File: config.mk
export PLATFORM = sky130hd
export DESIGN_NAME = scsa_ram
export DESIGN_NICKNAME = d
export VERILOG_FILES = /design/src/scsa_ram.sv
export SDC_FILE = /design/constraint.sdc
export NUM_CORES = 1
export LEC_CHECK = 0
export BUFFER_PORTS_ARGS = -buffer_cell sky130_fd_sc_hd__buf_2
export CAP_MARGIN = 20
export CORE_MARGIN = 1.5
export CORE_UTILIZATION = 60
export CTS_BUF_LIST = sky130_fd_sc_hd__clkbuf_8 sky130_fd_sc_hd__clkbuf_16
export DETAILED_ROUTE_END_ITERATION = 6
export PLACE_DENSITY = 0.85
export SLEW_MARGIN = 20
export SYNTH_ARGS = -nofsm -noshare
export SYNTH_HDL_FRONTEND = slang
export SYNTH_SLANG_ARGS = --single-unit
export TNS_END_PERCENT = 5
File: constraint.sdc
create_clock -name i_clk -period 2 [get_ports i_clk]
set_input_delay 0.2 -clock i_clk [delete_from_list [all_inputs] [get_ports i_clk]]
set_output_delay 0.2 -clock i_clk [all_outputs]
set_load 0.005 [all_outputs]
File: src/scsa_ram.sv
`timescale 1ns / 1ps
`default_nettype none

module scsa_ram #(
    parameter  int WIDTH = 8,
    parameter  int DEPTH = 16,
    localparam int AW    = (DEPTH > 1) ? $clog2(DEPTH) : 1
) (
    input  wire logic             i_clk,
    input  wire logic             i_we,
    input  wire logic [AW-1:0]    i_waddr,
    input  wire logic [WIDTH-1:0] i_wdata,
    input  wire logic             i_re,
    input  wire logic [AW-1:0]    i_raddr,
    output logic      [WIDTH-1:0] o_rdata
);

    logic [WIDTH-1:0] r_mem [DEPTH];
    logic [WIDTH-1:0] r_rdata;

    always_ff @(posedge i_clk) begin
        if (i_we) begin
            r_mem[i_waddr] <= i_wdata;
        end
        if (i_re) begin
            r_rdata <= r_mem[i_raddr];
        end
    end

    assign o_rdata = r_rdata;

endmodule

`default_nettype wire

==> reports/results.ini <==
[sta]
maxSlewViolCount=0
tns_ns=0
setup_viol=0
period_needed_ns=1.60
max_freq_mhz=626
finalCritPeriodShare_pct=79.8
final-hold-violation-count=0
relSlewSlack_pct=47.5
fin_worst_skew_ns=0.00951
hold_slack_ns=0.0529
worst_slew_pin_slew_ns=0.785
rsz0062_at_grt=no

[synth]
synth-seq-cells=136
syn_avg_cell_area_um2=22.8
synth_cells=229
synth_fp_nets=248
yosysUniqueCellTypes=18
yosysSeqAreaShare_pct=78.1
synth_area_um2=5230
yosys_warnings=0

[min_path]
holdCritPathClass=in2reg
hp-start=i_wdata[1]

[layout]
final_nets=303
final_cell_mix=edfxtp_1, buf_2, mux4_2, buf_4
area_growth_pct=18.5
num_antenna_cells=0
layout-drive-gt1-share_pct=32.3
layout_commonest_cell=edfxtp_1

[global_routing]
overflow=0
grt_max_degree=33
antenna_found_initial=0
grt_pass1_wl_mm=16.4
gr-usage-all-layers_pct=27.8
grt_pass1_vias=2658

[place]
gp_congestion=0.765
io_buffers=26
dpl.hpwl_mm=6.71

[run_status]
status=completed

[worst_setup_path]
cp.arrival_ns=1.87
cp_max_fo=1
worst_setup_path_end_kind=register
r2r_start=r_mem[0][2]
startpoint=r_mem[0][2]
required_ns=2.28
critPathKind=reg2reg
crit_path_start_kind=register

[clock_tree]
tritoncts=yes
cts_made_buffers=17
cts.path.max_buffers=2
cts.repair.resized=0
clockRootBuffer=clkbuf_8
cts-htree-levels=4
clk_latency_ns=0.53
path_clk_slew_ns=0.06
postCtsSetupBuffers=0
postCtsHoldBufs=0
clkSinkCount=136

[die]
die_h_um=96.3
die_w_um=96.3
ios=27
core_um2=8340
initial_core_util_pct=62.7
die_area_um2=9280
rows=33

[routing]
routed_via_density=6.45
drc=0
first_iter_violations=364
ant_nets=0
firstDrtPassIters=5
drt_wl_total_mm=11.1
routedWlPerCell_um=27.7
vias=2591

[pwr]
power_density_nw_per_um2=1090
leakage_uw=0.00211
ir_drop_v=0.000658

[run]
max_cap_violations=0

## through the flow
stage / setup WS (ns) / instance area, µm² / instances / util, % / power, µW
2_1_floorplan: 0.307 / 5230 / 229 / - / 3450
3_3_place_gp: 0.212 / 5580 / 370 / 66.9 / 3570
3_5_place_dp: 0.196 / 5580 / 370 / 66.9 / 3590
4_1_cts: 0.390 / 6190 / 402 / 74.3 / 6790
5_1_grt: 0.345 / 6190 / 402 / 74.3 / 6940
6_report: 0.403 / 6190 / 402 / 74.3 / 6750
## sequential cells by signal, summed over array words and instances (netlist names)
name     count
o_rdata      8
r_mem      128
## layout make-up
cell class,count,area (µm²)
flip-flops and latches,136,4080
clock inverters,15,201
multi-input cells,83,1060
clock buffers,17,414
repair buffers,46,305
fillers,461,2150
well taps,105,131
## layer usage
layer	up-vias	global-route usage [%]	share of wire, %
li1	1092	-	-
met1	1317	37.2	38
met2	166	41.8	50
met3	16	8.06	9.9
met4	0	14.7	2.0
met5	-	0	0
## synthesized netlist by cell type
cell type / instances / share of area (%)
buf_6: 3 / 0.65
buf_4: 1 / 0.14
nand2_1: 9 / 0.65
nor3_1: 4 / 0.38
nand2b_1: 2 / 0.24
or3b_2: 1 / 0.17
nor2b_1: 1 / 0.12
buf_2: 3 / 0.29
mux4_2: 18 / 7.8
a22oi_1: 16 / 2.3
clkdlybuf4s25_2: 3 / 0.57
nor2_1: 13 / 0.93
edfxtp_1: 136 / 78
nand3_1: 1 / 0.096
mux4_1: 14 / 7.0
and2b_1: 1 / 0.14
nand3b_1: 2 / 0.29
and2_1: 1 / 0.12
## critical path, stage by stage (launching register included)
cell and delay (ns):
edfxtp_1 0.45, mux4_1 0.58, a22oi_1 0.23, nand2_1 0.09
## power by group
part	switching (µW)	internal, µW	leakage, µW
sequential	22.4	3210	0.00124
clock	1190	2030	0.000288
combinational	171	126	0.000588
## cell families after synthesis
| kind of cell | share of synthesized area (%) |
|---|---|
| AND/OR/NAND/NOR | 3.14 |
| flip-flops | 78.1 |
| AO/OA/AOI/OAI | 2.30 |
| buffers and inverters | 1.65 |
| multiplexers | 14.8 |
## worst paths after layout
| check | depth (start not counted) | slack, ns | to |
|---|---|---|---|
| max | 3 | 0.40 | o_rdata[2] |
| min | 1 | 0.05 | r_mem[15][1] |
| max reg2reg | 3 | 0.40 | o_rdata[2] |
| min reg2reg | 3 | 0.75 | o_rdata[1] |
Note: power is estimated with default switching activity, not from simulation.
